File: src/hw/rtl/gse_pkg.sv
// shared types, constants and character helpers for the sequence extractor
`timescale 1ns / 1ps

package gse_pkg;

  localparam int unsigned DefQueueDepth = 4;
  localparam int unsigned MaxBeats = 3;
  localparam int unsigned KeywordLen = 6;

  // token phase codes
  localparam logic [2:0] PhBetween = 3'd0;
  localparam logic [2:0] PhEmit = 3'd1;
  localparam logic [2:0] PhSkip = 3'd2;
  localparam logic [2:0] PhSlash1 = 3'd3;
  localparam logic [2:0] PhSlash2 = 3'd4;

  localparam logic [7:0] ChSlash = 8'h2f;

  // one classified input byte, expanded into 1 to 3 output beats
  typedef struct packed {
    logic [1:0]                   cnt;
    logic [MaxBeats-1:0][7:0]     res;
    logic [MaxBeats-1:0]          vld;
    logic                         done;
    logic                         empty;
  } cmd_t;

  function automatic logic is_space(input logic [7:0] c);
    return (c == 8'd32) || ((c >= 8'd9) && (c <= 8'd13));
  endfunction

  function automatic logic is_digit(input logic [7:0] c);
    return (c >= 8'h30) && (c <= 8'h39);
  endfunction

  function automatic logic [7:0] upcase(input logic [7:0] c);
    if ((c >= 8'h61) && (c <= 8'h7a)) begin
      return c - 8'd32;
    end
    return c;
  endfunction

  // characters of the keyword ORIGIN
  function automatic logic [7:0] kw_char(input logic [2:0] idx);
    logic [7:0] ch;
    case (idx)
      3'd0: ch = 8'h4f;
      3'd1: ch = 8'h52;
      3'd2: ch = 8'h49;
      3'd3: ch = 8'h47;
      3'd4: ch = 8'h49;
      3'd5: ch = 8'h4e;
      default: ch = 8'h00;
    endcase
    return ch;
  endfunction

endpackage

File: src/hw/rtl/genbank_sequence_extractor_core.sv
// top level of the sequence extractor: front scanner, command queue, beat expander
// timing: with the queue empty, the first result beat of a byte is offered the cycle after
//   the byte is accepted; beats of queued commands ahead of it are sent first
// throughput: one byte per cycle; the output moves one beat per cycle while m_axis_tready is
//   high, so bytes giving two or three beats (held slashes plus a character) are absorbed by
//   the QueueDepth-entry command queue; input stalls only when that queue is full
// reset: rst_ni is asynchronous, active low; returns to keyword seeking, empties queue
`timescale 1ns / 1ps

module genbank_sequence_extractor_core #(
  parameter int unsigned QueueDepth = gse_pkg::DefQueueDepth
) (
  input  logic       clk_i,
  input  logic       rst_ni,
  // input byte stream
  input  logic       s_axis_tvalid,
  output logic       s_axis_tready,
  input  logic [7:0] s_axis_tdata,   // [7:0] data_byte
  input  logic       s_axis_tlast,   // end_of_input
  // result stream
  output logic       m_axis_tvalid,
  input  logic       m_axis_tready,
  output logic [7:0] m_axis_tdata,   // [7:0] residue
  output logic       m_axis_tlast,   // record_done
  output logic [2:0] m_axis_tuser    // [0] residue_valid, [1] record_empty, [2] last_of_run
);
  import gse_pkg::*;

  logic accept;
  logic push;
  logic pop;
  logic full;
  logic empty;
  cmd_t cmd_in;
  cmd_t cmd_head;

  // a byte is taken whenever the queue has room, even while results wait
  assign s_axis_tready = !full;
  assign accept = s_axis_tvalid && s_axis_tready;

  // classify the byte and build the beats it causes
  gse_front u_front (
    .clk_i          (clk_i),
    .rst_ni         (rst_ni),
    .accept_i       (accept),
    .data_byte_i    (s_axis_tdata),
    .end_of_input_i (s_axis_tlast),
    .push_o         (push),
    .cmd_o          (cmd_in)
  );

  // decouples the scanner from output backpressure
  gse_queue #(
    .Depth (QueueDepth)
  ) u_queue (
    .clk_i   (clk_i),
    .rst_ni  (rst_ni),
    .push_i  (push),
    .wdata_i (cmd_in),
    .pop_i   (pop),
    .rdata_o (cmd_head),
    .full_o  (full),
    .empty_o (empty)
  );

  // walk the head command one beat per handshake
  gse_back u_back (
    .clk_i         (clk_i),
    .rst_ni        (rst_ni),
    .cmd_i         (cmd_head),
    .avail_i       (!empty),
    .pop_o         (pop),
    .m_axis_tvalid (m_axis_tvalid),
    .m_axis_tready (m_axis_tready),
    .m_axis_tdata  (m_axis_tdata),
    .m_axis_tlast  (m_axis_tlast),
    .m_axis_tuser  (m_axis_tuser)
  );

endmodule

File: src/hw/rtl/gse_front.sv
// tokenizer and keyword scanner, turns each byte into at most one queue command
`timescale 1ns / 1ps

module gse_front (
  input  logic          clk_i,
  input  logic          rst_ni,
  input  logic          accept_i,
  input  logic [7:0]    data_byte_i,
  input  logic          end_of_input_i,
  output logic          push_o,
  output gse_pkg::cmd_t cmd_o
);
  import gse_pkg::*;

  logic       mode_q, mode_d;
  logic [2:0] phase_q, phase_d;
  logic [2:0] prog_q, prog_d;
  logic       broken_q, broken_d;
  logic       seen_q, seen_d;

  always_comb begin
    logic       ws;
    logic       closed;
    logic [1:0] n;
    logic [7:0] uc;
    cmd_t       cmd;

    ws = is_space(data_byte_i);
    uc = upcase(data_byte_i);
    closed = 1'b0;
    n = 2'd0;
    cmd = '0;
    mode_d = mode_q;
    phase_d = phase_q;
    prog_d = prog_q;
    broken_d = broken_q;
    seen_d = seen_q;

    if (!mode_q) begin
      if (ws) begin
        if ((prog_q == 3'(KeywordLen)) && !broken_q) begin
          mode_d = 1'b1;
          phase_d = PhBetween;
          seen_d = 1'b0;
        end
        prog_d = '0;
        broken_d = 1'b0;
      end else if (!broken_q && (prog_q < 3'(KeywordLen)) &&
                   (data_byte_i == kw_char(prog_q))) begin
        prog_d = prog_q + 3'd1;
      end else begin
        broken_d = 1'b1;
      end
      if (end_of_input_i) begin
        cmd.done = 1'b1;
        cmd.empty = 1'b1;
        n = 2'd1;
        closed = 1'b1;
      end
    end else begin
      case (phase_q)
        PhEmit: begin
          if (ws) begin
            phase_d = PhBetween;
          end else begin
            cmd.res[n] = uc;
            cmd.vld[n] = 1'b1;
            n = n + 2'd1;
            seen_d = 1'b1;
          end
        end
        PhSkip: begin
          if (ws) begin
            phase_d = PhBetween;
          end
        end
        PhSlash1: begin
          if (ws) begin
            cmd.res[n] = ChSlash;
            cmd.vld[n] = 1'b1;
            n = n + 2'd1;
            seen_d = 1'b1;
            phase_d = PhBetween;
          end else if (data_byte_i == ChSlash) begin
            phase_d = PhSlash2;
          end else begin
            cmd.res[0] = ChSlash;
            cmd.vld[0] = 1'b1;
            cmd.res[1] = uc;
            cmd.vld[1] = 1'b1;
            n = 2'd2;
            seen_d = 1'b1;
            phase_d = PhEmit;
          end
        end
        PhSlash2: begin
          if (ws) begin
            // closing // token
            cmd.done = 1'b1;
            cmd.empty = !seen_q;
            n = 2'd1;
            closed = 1'b1;
          end else begin
            cmd.res[0] = ChSlash;
            cmd.vld[0] = 1'b1;
            cmd.res[1] = ChSlash;
            cmd.vld[1] = 1'b1;
            cmd.res[2] = uc;
            cmd.vld[2] = 1'b1;
            n = 2'd3;
            seen_d = 1'b1;
            phase_d = PhEmit;
          end
        end
        default: begin
          if (ws) begin
            phase_d = PhBetween;
          end else if (is_digit(data_byte_i)) begin
            phase_d = PhSkip;
          end else if (data_byte_i == ChSlash) begin
            phase_d = PhSlash1;
          end else begin
            cmd.res[n] = uc;
            cmd.vld[n] = 1'b1;
            n = n + 2'd1;
            seen_d = 1'b1;
            phase_d = PhEmit;
          end
        end
      endcase

      if (end_of_input_i && !closed) begin
        // a lone held slash is flushed as a residue
        if (phase_d == PhSlash1) begin
          cmd.res[n] = ChSlash;
          cmd.vld[n] = 1'b1;
          n = n + 2'd1;
          seen_d = 1'b1;
        end
        cmd.done = 1'b1;
        if (n != 2'd0) begin
          cmd.empty = 1'b0;
        end else begin
          cmd.empty = !seen_d;
          n = 2'd1;
        end
        closed = 1'b1;
      end
    end

    // record closed: back to the reset state
    if (closed) begin
      mode_d = 1'b0;
      phase_d = PhBetween;
      prog_d = '0;
      broken_d = 1'b0;
      seen_d = 1'b0;
    end

    cmd.cnt = n;
    cmd_o = cmd;
    push_o = accept_i && (n != 2'd0);
  end

  always_ff @(posedge clk_i or negedge rst_ni) begin
    if (!rst_ni) begin
      mode_q <= 1'b0;
      phase_q <= PhBetween;
      prog_q <= '0;
      broken_q <= 1'b0;
      seen_q <= 1'b0;
    end else if (accept_i) begin
      mode_q <= mode_d;
      phase_q <= phase_d;
      prog_q <= prog_d;
      broken_q <= broken_d;
      seen_q <= seen_d;
    end
  end

endmodule

File: src/hw/rtl/gse_queue.sv
// small register queue of commands between the front and back parts
`timescale 1ns / 1ps

module gse_queue #(
  parameter int unsigned Depth = gse_pkg::DefQueueDepth
) (
  input  logic          clk_i,
  input  logic          rst_ni,
  input  logic          push_i,
  input  gse_pkg::cmd_t wdata_i,
  input  logic          pop_i,
  output gse_pkg::cmd_t rdata_o,
  output logic          full_o,
  output logic          empty_o
);
  import gse_pkg::*;

  localparam int unsigned PtrW = (Depth > 1) ? $clog2(Depth) : 1;
  localparam int unsigned CntW = $clog2(Depth + 1);

  cmd_t            mem_q [Depth];
  logic [PtrW-1:0] wptr_q, wptr_d;
  logic [PtrW-1:0] rptr_q, rptr_d;
  logic [CntW-1:0] cnt_q, cnt_d;

  assign full_o = (cnt_q == CntW'(Depth));
  assign empty_o = (cnt_q == '0);
  assign rdata_o = mem_q[rptr_q];

  always_comb begin
    wptr_d = wptr_q;
    rptr_d = rptr_q;
    cnt_d = cnt_q;
    if (push_i) begin
      wptr_d = (wptr_q == PtrW'(Depth - 1)) ? '0 : wptr_q + PtrW'(1);
    end
    if (pop_i) begin
      rptr_d = (rptr_q == PtrW'(Depth - 1)) ? '0 : rptr_q + PtrW'(1);
    end
    if (push_i && !pop_i) begin
      cnt_d = cnt_q + CntW'(1);
    end else if (pop_i && !push_i) begin
      cnt_d = cnt_q - CntW'(1);
    end
  end

  always_ff @(posedge clk_i or negedge rst_ni) begin
    if (!rst_ni) begin
      wptr_q <= '0;
      rptr_q <= '0;
      cnt_q <= '0;
    end else begin
      wptr_q <= wptr_d;
      rptr_q <= rptr_d;
      cnt_q <= cnt_d;
    end
  end

  always_ff @(posedge clk_i) begin
    if (push_i) begin
      mem_q[wptr_q] <= wdata_i;
    end
  end

endmodule

File: src/hw/rtl/gse_back.sv
// expands one queued command into its output beats
`timescale 1ns / 1ps

module gse_back (
  input  logic          clk_i,
  input  logic          rst_ni,
  input  gse_pkg::cmd_t cmd_i,
  input  logic          avail_i,
  output logic          pop_o,
  output logic          m_axis_tvalid,
  input  logic          m_axis_tready,
  output logic [7:0]    m_axis_tdata,
  output logic          m_axis_tlast,
  output logic [2:0]    m_axis_tuser
);
  import gse_pkg::*;

  logic [1:0] beat_q, beat_d;
  logic       last_beat;
  logic       xfer;

  assign last_beat = (beat_q == (cmd_i.cnt - 2'd1));
  assign xfer = m_axis_tvalid && m_axis_tready;
  assign pop_o = xfer && last_beat;

  assign m_axis_tvalid = avail_i;
  assign m_axis_tdata = cmd_i.res[beat_q];
  assign m_axis_tlast = cmd_i.done && last_beat;
  assign m_axis_tuser = {last_beat, cmd_i.empty && last_beat, cmd_i.vld[beat_q]};

  always_comb begin
    beat_d = beat_q;
    if (xfer) begin
      beat_d = last_beat ? 2'd0 : beat_q + 2'd1;
    end
  end

  always_ff @(posedge clk_i or negedge rst_ni) begin
    if (!rst_ni) begin
      beat_q <= 2'd0;
    end else begin
      beat_q <= beat_d;
    end
  end

endmodule
File: config.mk
export PLATFORM = sky130hd
export DESIGN_NAME = genbank_sequence_extractor_core
export DESIGN_NICKNAME = d
export VERILOG_FILES = /design/src/hw/rtl/gse_pkg.sv /design/src/hw/rtl/genbank_sequence_extractor_core.sv /design/src/hw/rtl/gse_front.sv /design/src/hw/rtl/gse_queue.sv /design/src/hw/rtl/gse_back.sv
export SDC_FILE = /design/constraint.sdc
export NUM_CORES = 1
export LEC_CHECK = 0
export BUFFER_PORTS_ARGS = -buffer_cell sky130_fd_sc_hd__buf_2
export CORE_AREA = 2 2 99 125
export DETAILED_ROUTE_END_ITERATION = 10
export DIE_AREA = 0 0 101 127
export MAX_ROUTING_LAYER = met4
export PLACE_DENSITY = 0.76
export RECOVER_POWER = 50
export SLEW_MARGIN = 0
export SYNTH_ARGS = -nofsm -noshare
export SYNTH_HDL_FRONTEND = slang
export SYNTH_SLANG_ARGS = --single-unit
File: constraint.sdc
create_clock -name clk_i -period 5.4 [get_ports clk_i]
set_clock_uncertainty 0.15 [all_clocks]
set_input_delay 1.08 -clock clk_i [delete_from_list [all_inputs] [get_ports clk_i]]
set_output_delay 1.08 -clock clk_i [all_outputs]
set_load 0.005 [all_outputs]
==> metrics, run 1 <==
status finished, final reports clean; critical path class in2reg; Required @ worst endpoint 5.59 ns; fin nets 535; Initial Util 58.68%; Design Area, Final 7741 um^2; endpoints failing hold 0; period utilization 91.90%; Hold Crit Start u_queue.cnt_q[2]$_DFFE_PN0P_; Cell variety after synth 65; DRC 0; count leader, synth edfxtp_1; Syn-to-layout area delta 14.11%; worst r2r dst u_queue.cnt_q[2]$_DFFE_PN0P_; post-synth design cell area 6784 um^2; proportion of power drawn by the clock network 32.2%; Post-Synthesis Cells 473; Max FO, Critical Path 8; Global Route Usage Sum 26.38%; DIE WIDTH 101 um; sequential area share after synthesis 61.53%; top cells by count, synth edfxtp_1, nand2_1, mux4_2; synthesized flop and latch total 142; Worst Path Arrival 5.15 ns; R2R cell count 15; routability cong. 0.8465; Finished Core Util 66.96%; end point of the worst hold path u_queue.cnt_q[2]$_DFFE_PN0P_; stages on the worst setup path 18; full die area 12,830 um^2; Synth area leader edfxtp_1; GRT overflow 0; Die Y 127 um; ys flop type edfxtp_1; I/O pins 27; TritonCTS clock tree yes; Comb pwr share 27.8%; Slew headroom 12.60%; Ys Warns 0; Max Slew Vio Count 0; via-per-instance ratio 6.559; R2R setup slack 1.19 ns; hpwl dp 9599 um; Max stage delay on crit path 0.45 ns; EDFF count, synth 124; Port-buffer cells 26; minimum clock period 4.962 ns; largest net degree at the start of global routing 32; Worst setup EP type flop; antenna cell count 0; setup tns final 0 ns; CP delay by family, top simple AND/OR/NAND/NOR gates; initial antenna violation count 0; Max VDD drop 0.2502 mV; ANT nets after route 0; fmax 201.5 MHz; Lkg Pwr 2.816 nW; total CTS buffers 17; Reg power frac 40.0%; DRT Pass-1 Iters 5; hold path depth 1; switching share of total power 30.54%; Routed WL 14,990 um; async set-reset flop share out of synthesis 12.68%; Rows 44; top-area cell type share of the netlist area 54.89%; post-CTS setup buffer count 0; ranking of synthesized cells by area edfxtp_1, mux4_2, dfrtp_1; H-tree Lvls 4; # setup viols final 0; wire per inst 22.85 um; Placed Area 7121 um^2; Worst-Skew Late Latency 0.42 ns; CTS Root Cell clkbuf_16; syn avg cell area 14.34 um^2; Resized Gates After CTS 0; Worst Tran Pin Value 1.311 ns; first-pass GRT wire length 24,210 um; total of max-cap violations 0; Hold-fix buffers, CTS 0; Psw 1.201 mW; power per cell area 508.0 nW/um^2; CTS clk-pin slew, worst paths 0.06 ns; share of layout cells above drive strength 1 20.08%; Int Power 2.731 mW; CTS Sinks 142; critical path, cell by cell buf_2 > nor4_1 > nand2_1 > a311oi_4 > buf_4 > nor3_1 > or4_1 > ha_1 > nor4_1 > o311a_1 > a21oi_1 > a21oi_2 > ha_1 > inv_1 > fa_1 > xor2_1 > nor2_1 > xor2_1; r2r startpoint u_front.phase_q[2]$_DFFE_PN0P_; via count 4,303; CP Launch Type input pin; Crit-path slowest cell or4_1; Clock Tree Buf Depth 2; total power 3.933 mW; vias in the first global route 4,405; Bufs and invs on worst path 3; Core ar. 11,560 um^2; hold crit path type reg2reg; Initial DRC Count 377; net count after synthesis 503; RSZ-0062 raised after global routing false
-- cell families after synthesis --
| logic type | count (synthesis) | share of synthesized area (%) |
|---|---|---|
| AO/OA/AOI/OAI | 91 | 9.609 |
| XOR/XNOR | 5 | 0.6456 |
| multiplexers | 47 | 12.86 |
| buffers and inverters | 51 | 2.969 |
| adder cells (fa/ha/maj) | 18 | 3.394 |
| flip-flops | 142 | 61.53 |
| AND/OR/NAND/NOR | 119 | 9.001 |
-- metal layers --
layer	vias up	wire length [um]	GRT usage, %
met1	2174	5815	32.77
li1	1916	-	-
met3	45	797	5.088
met4	0	437	10.25
met5	-	0	-
met2	168	7936	43.06
-- power by group through the flow --
| stage | Sequential [mW] | Combinational (mW) | Clock (mW) |
|---|---|---|---|
| floorplan | 1.45 | 0.893 | 0 |
| global placement | 1.59 | 1.06 | 0 |
| detailed placement | 1.60 | 1.09 | 0 |
| CTS | 1.58 | 1.11 | 1.28 |
| global route | 1.60 | 1.20 | 1.32 |
| finish | 1.57 | 1.09 | 1.26 |
-- flip-flops by register name, indices dropped and copies added, names as in the netlist --
name / flops
u_front.mode_q: 1
u_front.prog_q: 3
u_queue.mem_q: 124
u_front.seen_q: 1
u_front.phase_q: 3
u_front.broken_q: 1
u_queue.wptr_q: 2
u_back.beat_q: 2
u_queue.cnt_q: 3
u_queue.rptr_q: 2
-- worst max path at each step --
| stage | startpoint | endpoint | slack, ns |
|---|---|---|---|
| finish | s_axis_tdata[3] | u_queue.cnt_q[2]$_DFFE_PN0P_ | 0.44 |
| global route | s_axis_tdata[1] | u_queue.cnt_q[2]$_DFFE_PN0P_ | 0.09 |
| CTS | s_axis_tdata[3] | u_queue.cnt_q[2]$_DFFE_PN0P_ | 0.48 |
| detailed placement | s_axis_tdata[3] | u_queue.cnt_q[2]$_DFFE_PN0P_ | 0.06 |
| global placement | s_axis_tdata[3] | u_queue.cnt_q[2]$_DFFE_PN0P_ | 0.21 |
| floorplan | s_axis_tdata[1] | u_queue.mem_q[3][0]$_DFFE_PP_ | 0.22 |
-- area by class of cell --
cell class | count | area, um^2
Inverter | 27 | 101.3
Sequential cell | 142 | 4174
Clock buffer | 19 | 432.9
Clock inverter | 13 | 214.0
Fill cell | 812 | 3820
Multi-Input combinational cell | 280 | 2402
Timing Repair Buffer | 37 | 244.0
Tap cell | 138 | 172.7
-- worst register-to-register path, cell delays in order (launching register included) --
cell and delay (ns):
dfrtp_1 0.53, inv_1 0.20, nand3_1 0.28, mux2i_1 0.19, or4_1 0.52, ha_1 0.31, nor4_1 0.28, o311a_1 0.27
a21oi_1 0.08, a21oi_2 0.18, ha_1 0.21, inv_1 0.06, fa_1 0.38, xor2_1 0.18, nor2_1 0.13, xor2_1 0.16
-- metrics by stage --
stage / hold WS, ns / cells / setup WS, ns
floorplan: 0.3047 / 473 / 0.2166
CTS: 0.3487 / 656 / 0.4827
finish: 0.3493 / 656 / 0.4375
detailed placement: 0.3461 / 624 / 0.05838
global route: 0.3864 / 656 / 0.09291
global placement: 0.3223 / 624 / 0.2110
-- placed cells by master, fill, tap and decap left out, types with 17 or more instances in the layout --
cell | synthesis | final
a21oi_1 | 17 | 17
o21ai_0 | 15 | 17
buf_2 | 2 | 19
mux4_2 | 31 | 31
dfrtp_1 | 18 | 18
inv_1 | 26 | 26
clkbuf_16 | 0 | 17
nand2_1 | 34 | 34
nor2_1 | 25 | 25
edfxtp_1 | 124 | 124
Note: power is estimated with default switching activity, not from simulation.
==> inputs of run 2 (changes only) <==
--- a/config.mk
+++ b/config.mk
@@ -6,11 +6,12 @@
 export NUM_CORES = 1
 export LEC_CHECK = 0
 export BUFFER_PORTS_ARGS = -buffer_cell sky130_fd_sc_hd__buf_2
-export CORE_AREA = 2 2 99 125
+export CORE_AREA = 2 2 97 122
+export CTS_BUF_LIST = sky130_fd_sc_hd__clkbuf_8 sky130_fd_sc_hd__clkbuf_16
 export DETAILED_ROUTE_END_ITERATION = 10
-export DIE_AREA = 0 0 101 127
+export DIE_AREA = 0 0 99 124
 export MAX_ROUTING_LAYER = met4
-export PLACE_DENSITY = 0.76
+export PLACE_DENSITY = 0.79
 export RECOVER_POWER = 50
 export SLEW_MARGIN = 0
 export SYNTH_ARGS = -nofsm -noshare
==> metrics, run 2 (same netlist as run 1, synthesis figures left out) <==
fin nets 535 (unchanged); Worst Path Arrival 5.13 ns (-0.02 ns); routability cong. 0.8976 (+6.0%); share of layout cells above drive strength 1 19.69% (-0.39 points); Port-buffer cells 26 (unchanged); I/O pins 27 (unchanged); Reg area 4174 um^2 (unchanged); minimum clock period 4.936 ns (-0.02651 ns); power per cell area 494.1 nW/um^2 (-2.7%); filler instances 734 (-9.6%); Resized Gates After CTS 0 (unchanged); Hold Crit Start u_queue.cnt_q[2]$_DFFE_PN0P_; full die area 12,280 um^2 (-4.3%); hold crit path type reg2reg; Hold-fix buffers, CTS 0 (unchanged); status finished, final reports clean; via count 4,247 (-1.3%); first-pass GRT wire length 22,850 um (-5.6%); worst r2r dst u_queue.cnt_q[2]$_DFFE_PN0P_; initial antenna violation count 0 (unchanged); Initial DRC Count 291 (-23%); hpwl dp 9537 um (-0.65%); critical path class in2reg; Die Y 124 um (-2.4%); R2R cell count 15 (unchanged); vias in the first global route 4,177 (-5.2%); Initial Util 61.51% (+2.8 points); CTS clk-pin slew, worst paths 0.06 ns (about the same); Hold Slack 0.3504 ns (+0.001027 ns); Worst-Skew Late Latency 0.41 ns (about the same); total of max-cap violations 0 (unchanged); end point of the worst hold path u_queue.cnt_q[2]$_DFFE_PN0P_; RSZ-0062 raised after global routing false; period utilization 91.41% (-0.49 points); max reg flops 124 (unchanged); largest net degree at the start of global routing 32 (unchanged); hold path depth 1 (unchanged); multi-input logic area 2409 um^2 (+0.26%); Core ar. 11,030 um^2 (-4.6%); DRC 0 (unchanged); wire per inst 22.21 um (-2.8%); DIE WIDTH 99 um (-2.0%); Clock Tree Buf Depth 2 (unchanged); CTS Root Cell clkbuf_16; Syn-to-layout area delta 13.17%; Routed WL 14,510 um (-3.2%); Max FO, Critical Path 11 (+3); CTS Sinks 142 (unchanged); CP Launch Type input pin; antenna cell count 0 (unchanged); GRT overflow 0 (unchanged); endpoints failing hold 0 (unchanged); commonest non-fill, non-tap cells in the layout edfxtp_1, nand2_1, mux4_2, inv_1, nor2_1; Global Route Usage Sum 26.04% (-0.33 points); Lkg Pwr 2.781 nW (-1.2%); post-CTS setup buffer count 0 (unchanged); CP startpoint s_axis_tdata[2]; R2R setup slack 1.18 ns (about the same); total CTS buffers 17 (unchanged); Max VDD drop 0.2743 mV (+9.6%); number of cells after detailed placement 621 (-0.48%); Required @ worst endpoint 5.59 ns (about the same); Rows 43 (-2.3%); DRT Pass-1 Iters 5 (unchanged); Worst setup EP type flop; fmax 202.6 MHz (+0.54%); Slew headroom 30.53% (+18 points); # setup viols final 0 (unchanged); most flop-heavy register u_queue.mem_q; ANT nets after route 0 (unchanged); r2r startpoint u_front.phase_q[2]$_DFFE_PN0P_; H-tree Lvls 4 (unchanged); via-per-instance ratio 6.504 (-0.85%); setup tns final 0 ns (unchanged); Max Slew Vio Count 0 (unchanged); Worst Tran Pin Value 1.042 ns (-0.2690 ns); Finished Core Util 69.61% (+2.6 points); Post-Layout Cell Count 653 (-0.46%); TritonCTS clock tree yes; commonest non-fill, non-tap cell in the layout edfxtp_1
run 2: cell types whose count changed in the layout (fill, tap and decap cells not counted), sizes merged:
cell	previous run	this run
bufinv	5	2
inv	28	33
buf	28	22
clkbuf	28	32
run 2: worst max-delay path, stage by stage:
cell      delay (ns)
buf_2           0.13
clkbuf_1        0.24
o21ai_0         0.24
nand2_1         0.13
a311oi_4        0.33
nor3_1          0.15
or4_1           0.56
ha_1            0.31
nor4_1          0.26
o311a_1         0.29
a21oi_1         0.09
a21oi_2         0.20
ha_1            0.22
inv_1           0.06
fa_1            0.37
xor2_1          0.17
nor2_1          0.12
xor2_1          0.15
run 2: routing by layer:
layer | GRT usage, % | routed length, um | share of wire [%]
met3 | 5.612 | 751 | 5.2
met5 | - | 0 | 0
met1 | 32.12 | 5882 | 41
met4 | 9.675 | 386 | 2.7
met2 | 42.95 | 7485 | 52
run 2: worst max-delay path by stage:
stage	cells after the start	slack, ns	end
after floorplan	12	0.22	u_queue.mem_q[3][0]$_DFFE_PP_
after global placement	17	0.22	u_queue.cnt_q[2]$_DFFE_PN0P_
after detailed placement	17	0.11	u_queue.cnt_q[2]$_DFFE_PN0P_
after CTS	17	0.51	u_queue.cnt_q[2]$_DFFE_PN0P_
after global routing	18	0.19	u_queue.cnt_q[2]$_DFFE_PN0P_
final	18	0.46	u_queue.cnt_q[2]$_DFFE_PN0P_
run 2: through the flow:
step | setup slack (ns) | area (um^2) | total power [mW]
after CTS | 0.5095 | 7704 | 3.831
after global placement | 0.2234 | 7117 | 2.642
final | 0.4640 | 7677 | 3.794
after global routing | 0.1900 | 7677 | 3.985
after floorplan | 0.2166 | 6784 | 2.345
after detailed placement | 0.1066 | 7117 | 2.693
run 2: area by class of cell:
class	instances	share of cell area, %
sequential	142	54.37
tap	135	2.200
multi-input combinational	280	31.37
timing repair buffer	37	3.096
clock inverter	15	2.102
clock buffer	17	5.541
inverter	27	1.320
run 2: where the power goes:
group	total [mW]	internal, mW	switching (mW)
Clock	1.14	0.686	0.450
Combinational	1.09	0.529	0.562
Sequential	1.57	1.37	0.192
==> inputs of run 3 (changes only) <==
==> constraint.sdc (replaced) <==
create_clock -name clk_i -period 5.32 [get_ports clk_i]
set_clock_uncertainty 0.15 [all_clocks]
set_input_delay 1.064 -clock clk_i [delete_from_list [all_inputs] [get_ports clk_i]]
set_output_delay 1.064 -clock clk_i [all_outputs]
set_load 0.005 [all_outputs]
==> metrics, run 3 (same netlist as run 1, synthesis figures left out) <==
Routed WL 14,400 um (-0.74%); wire per inst 22.02 um (-0.89%); Max VDD drop 0.2608 mV (-4.9%); Placed Area 7124 um^2 (+0.11%); total CTS buffers 17 (unchanged); hpwl dp 9477 um (-0.63%); H-tree Lvls 4 (unchanged); via-per-instance ratio 6.408 (-1.5%); total of max-cap violations 0 (unchanged); critical path class in2reg; Global Route Usage Sum 25.74% (-0.30 points); Syn-to-layout area delta 13.09% (about the same); Bufs and invs on worst path 2 (-1); fmax 204.4 MHz; Core ar. 11,030 um^2 (unchanged); RSZ-0062 raised after global routing false; fin nets 536 (+0.19%); most flop-heavy register u_queue.mem_q; Slew headroom 30.84% (+0.31 points); I/O pins 27 (unchanged); Rows 43 (unchanged); post-CTS setup buffer count 0 (unchanged); Worst setup EP type flop; power per cell area 502.4 nW/um^2 (+1.7%); critical path, cell by cell buf_2 > or4b_1 > a21oi_2 > o21a_1 > nor3_1 > or4_1 > ha_1 > nor4_1 > o311a_1 > a21oi_1 > a21oi_2 > ha_1 > inv_1 > fa_1 > xor2_1 > nor2_1 > xor2_1; Initial DRC Count 358 (+23%); minimum clock period 4.892 ns; first-pass GRT wire length 22,850 um (unchanged); share of layout cells above drive strength 1 19.85% (+0.15 points); TritonCTS clock tree yes; filler instances 734 (unchanged); DRT Pass-1 Iters 5 (unchanged); CTS Sinks 142 (unchanged); antenna cell count 0 (unchanged); hold crit path type reg2reg; Crit-path slowest cell or4_1; Max stage delay on crit path 0.57 ns (about the same); Required @ worst endpoint 5.51 ns (-0.08 ns); endpoints failing hold 0 (unchanged); commonest non-fill, non-tap cells in the layout edfxtp_1, nand2_1, mux4_2, inv_1, nor2_1; Max FO, Critical Path 8 (-3); Worst Tran Pin Value 1.037 ns (-0.004699 ns); via count 4,191 (-1.3%); CTS clk-pin slew, worst paths 0.06 ns (about the same); Die Y 124 um (unchanged); routability cong. 0.9136 (+1.8%); GRT overflow 0 (unchanged); DRC 0 (unchanged); largest net degree at the start of global routing 32 (unchanged); Max Slew Vio Count 0 (unchanged); Port-buffer cells 26 (unchanged); Clock Tree Buf Depth 2 (unchanged); Resized Gates After CTS 0 (unchanged); multi-input logic area 2395 um^2 (-0.57%); Hold-fix buffers, CTS 0 (unchanged); Worst Path Arrival 5.09 ns (-0.04 ns); CP delay by family, top simple AND/OR/NAND/NOR gates; commonest non-fill, non-tap cell in the layout edfxtp_1; # setup viols final 0 (unchanged); full die area 12,280 um^2 (unchanged); Design Area, Final 7672 um^2 (about the same); initial antenna violation count 0 (unchanged); DIE WIDTH 99 um (unchanged); Initial Util 61.51% (unchanged); Worst-Skew Late Latency 0.41 ns (about the same); status finished, final reports clean; CTS Root Cell clkbuf_16; max reg flops 124 (unchanged); vias in the first global route 4,256 (+1.9%); ANT nets after route 0 (unchanged); Reg area 4174 um^2 (unchanged); period utilization 91.96%; Lkg Pwr 2.782 nW (about the same); setup tns final 0 ns (unchanged); CP Launch Type input pin
[run 3: final timing paths]
kind,endpoint,start,slack (ns),depth (start not counted)
setup / recovery,u_queue.cnt_q[2]$_DFFE_PN0P_,s_axis_tdata[3],0.43,17
hold / removal,u_queue.cnt_q[2]$_DFFE_PN0P_,u_queue.cnt_q[2]$_DFFE_PN0P_,0.34,1
setup reg to reg,u_queue.cnt_q[2]$_DFFE_PN0P_,u_front.phase_q[2]$_DFFE_PN0P_,1.27,15
hold reg to reg,u_queue.cnt_q[2]$_DFFE_PN0P_,u_queue.cnt_q[2]$_DFFE_PN0P_,0.34,1
max in group asynchronous,u_front.prog_q[2]$_DFFE_PN0P_,rst_ni,3.73,1
min in group asynchronous,u_queue.wptr_q[0]$_DFFE_PN0P_,rst_ni,0.66,1
[run 3: per-layer routing]
metal	up-vias	part of all wire [%]	track usage, %
met5	-	0	-
met3	23	5.2	5.163
li1	1914	-	-
met2	134	52	42.02
met4	0	1.7	8.818
met1	2120	41	32.75
[run 3: per-stage QoR]
stage,total power [mW],hold WS (ns),worst slack (ns),instances,utilization [%]
after floorplan,2.381,0.3047,0.1526,473,-
after global placement,2.686,0.3213,0.2069,622,64.59
after detailed placement,2.726,0.3212,0.1454,622,64.59
after CTS,3.893,0.3332,0.5482,654,69.91
after global routing,4.057,0.3588,0.1806,654,69.56
final,3.855,0.3357,0.4278,654,69.56
[run 3: power by group]
part / switching [mW] / internal, mW
combinational: 0.582 / 0.544
sequential: 0.172 / 1.39
clock: 0.467 / 0.696
total: 1.22 / 2.63
[run 3: area by class of cell]
type | instances | area share (%)
inverters | 27 | 1.321
flip-flops and latches | 142 | 54.40
clock inverters | 15 | 2.104
well taps | 135 | 2.202
repair buffers | 38 | 3.213
clock buffers | 17 | 5.545
multi-input cells | 280 | 31.21
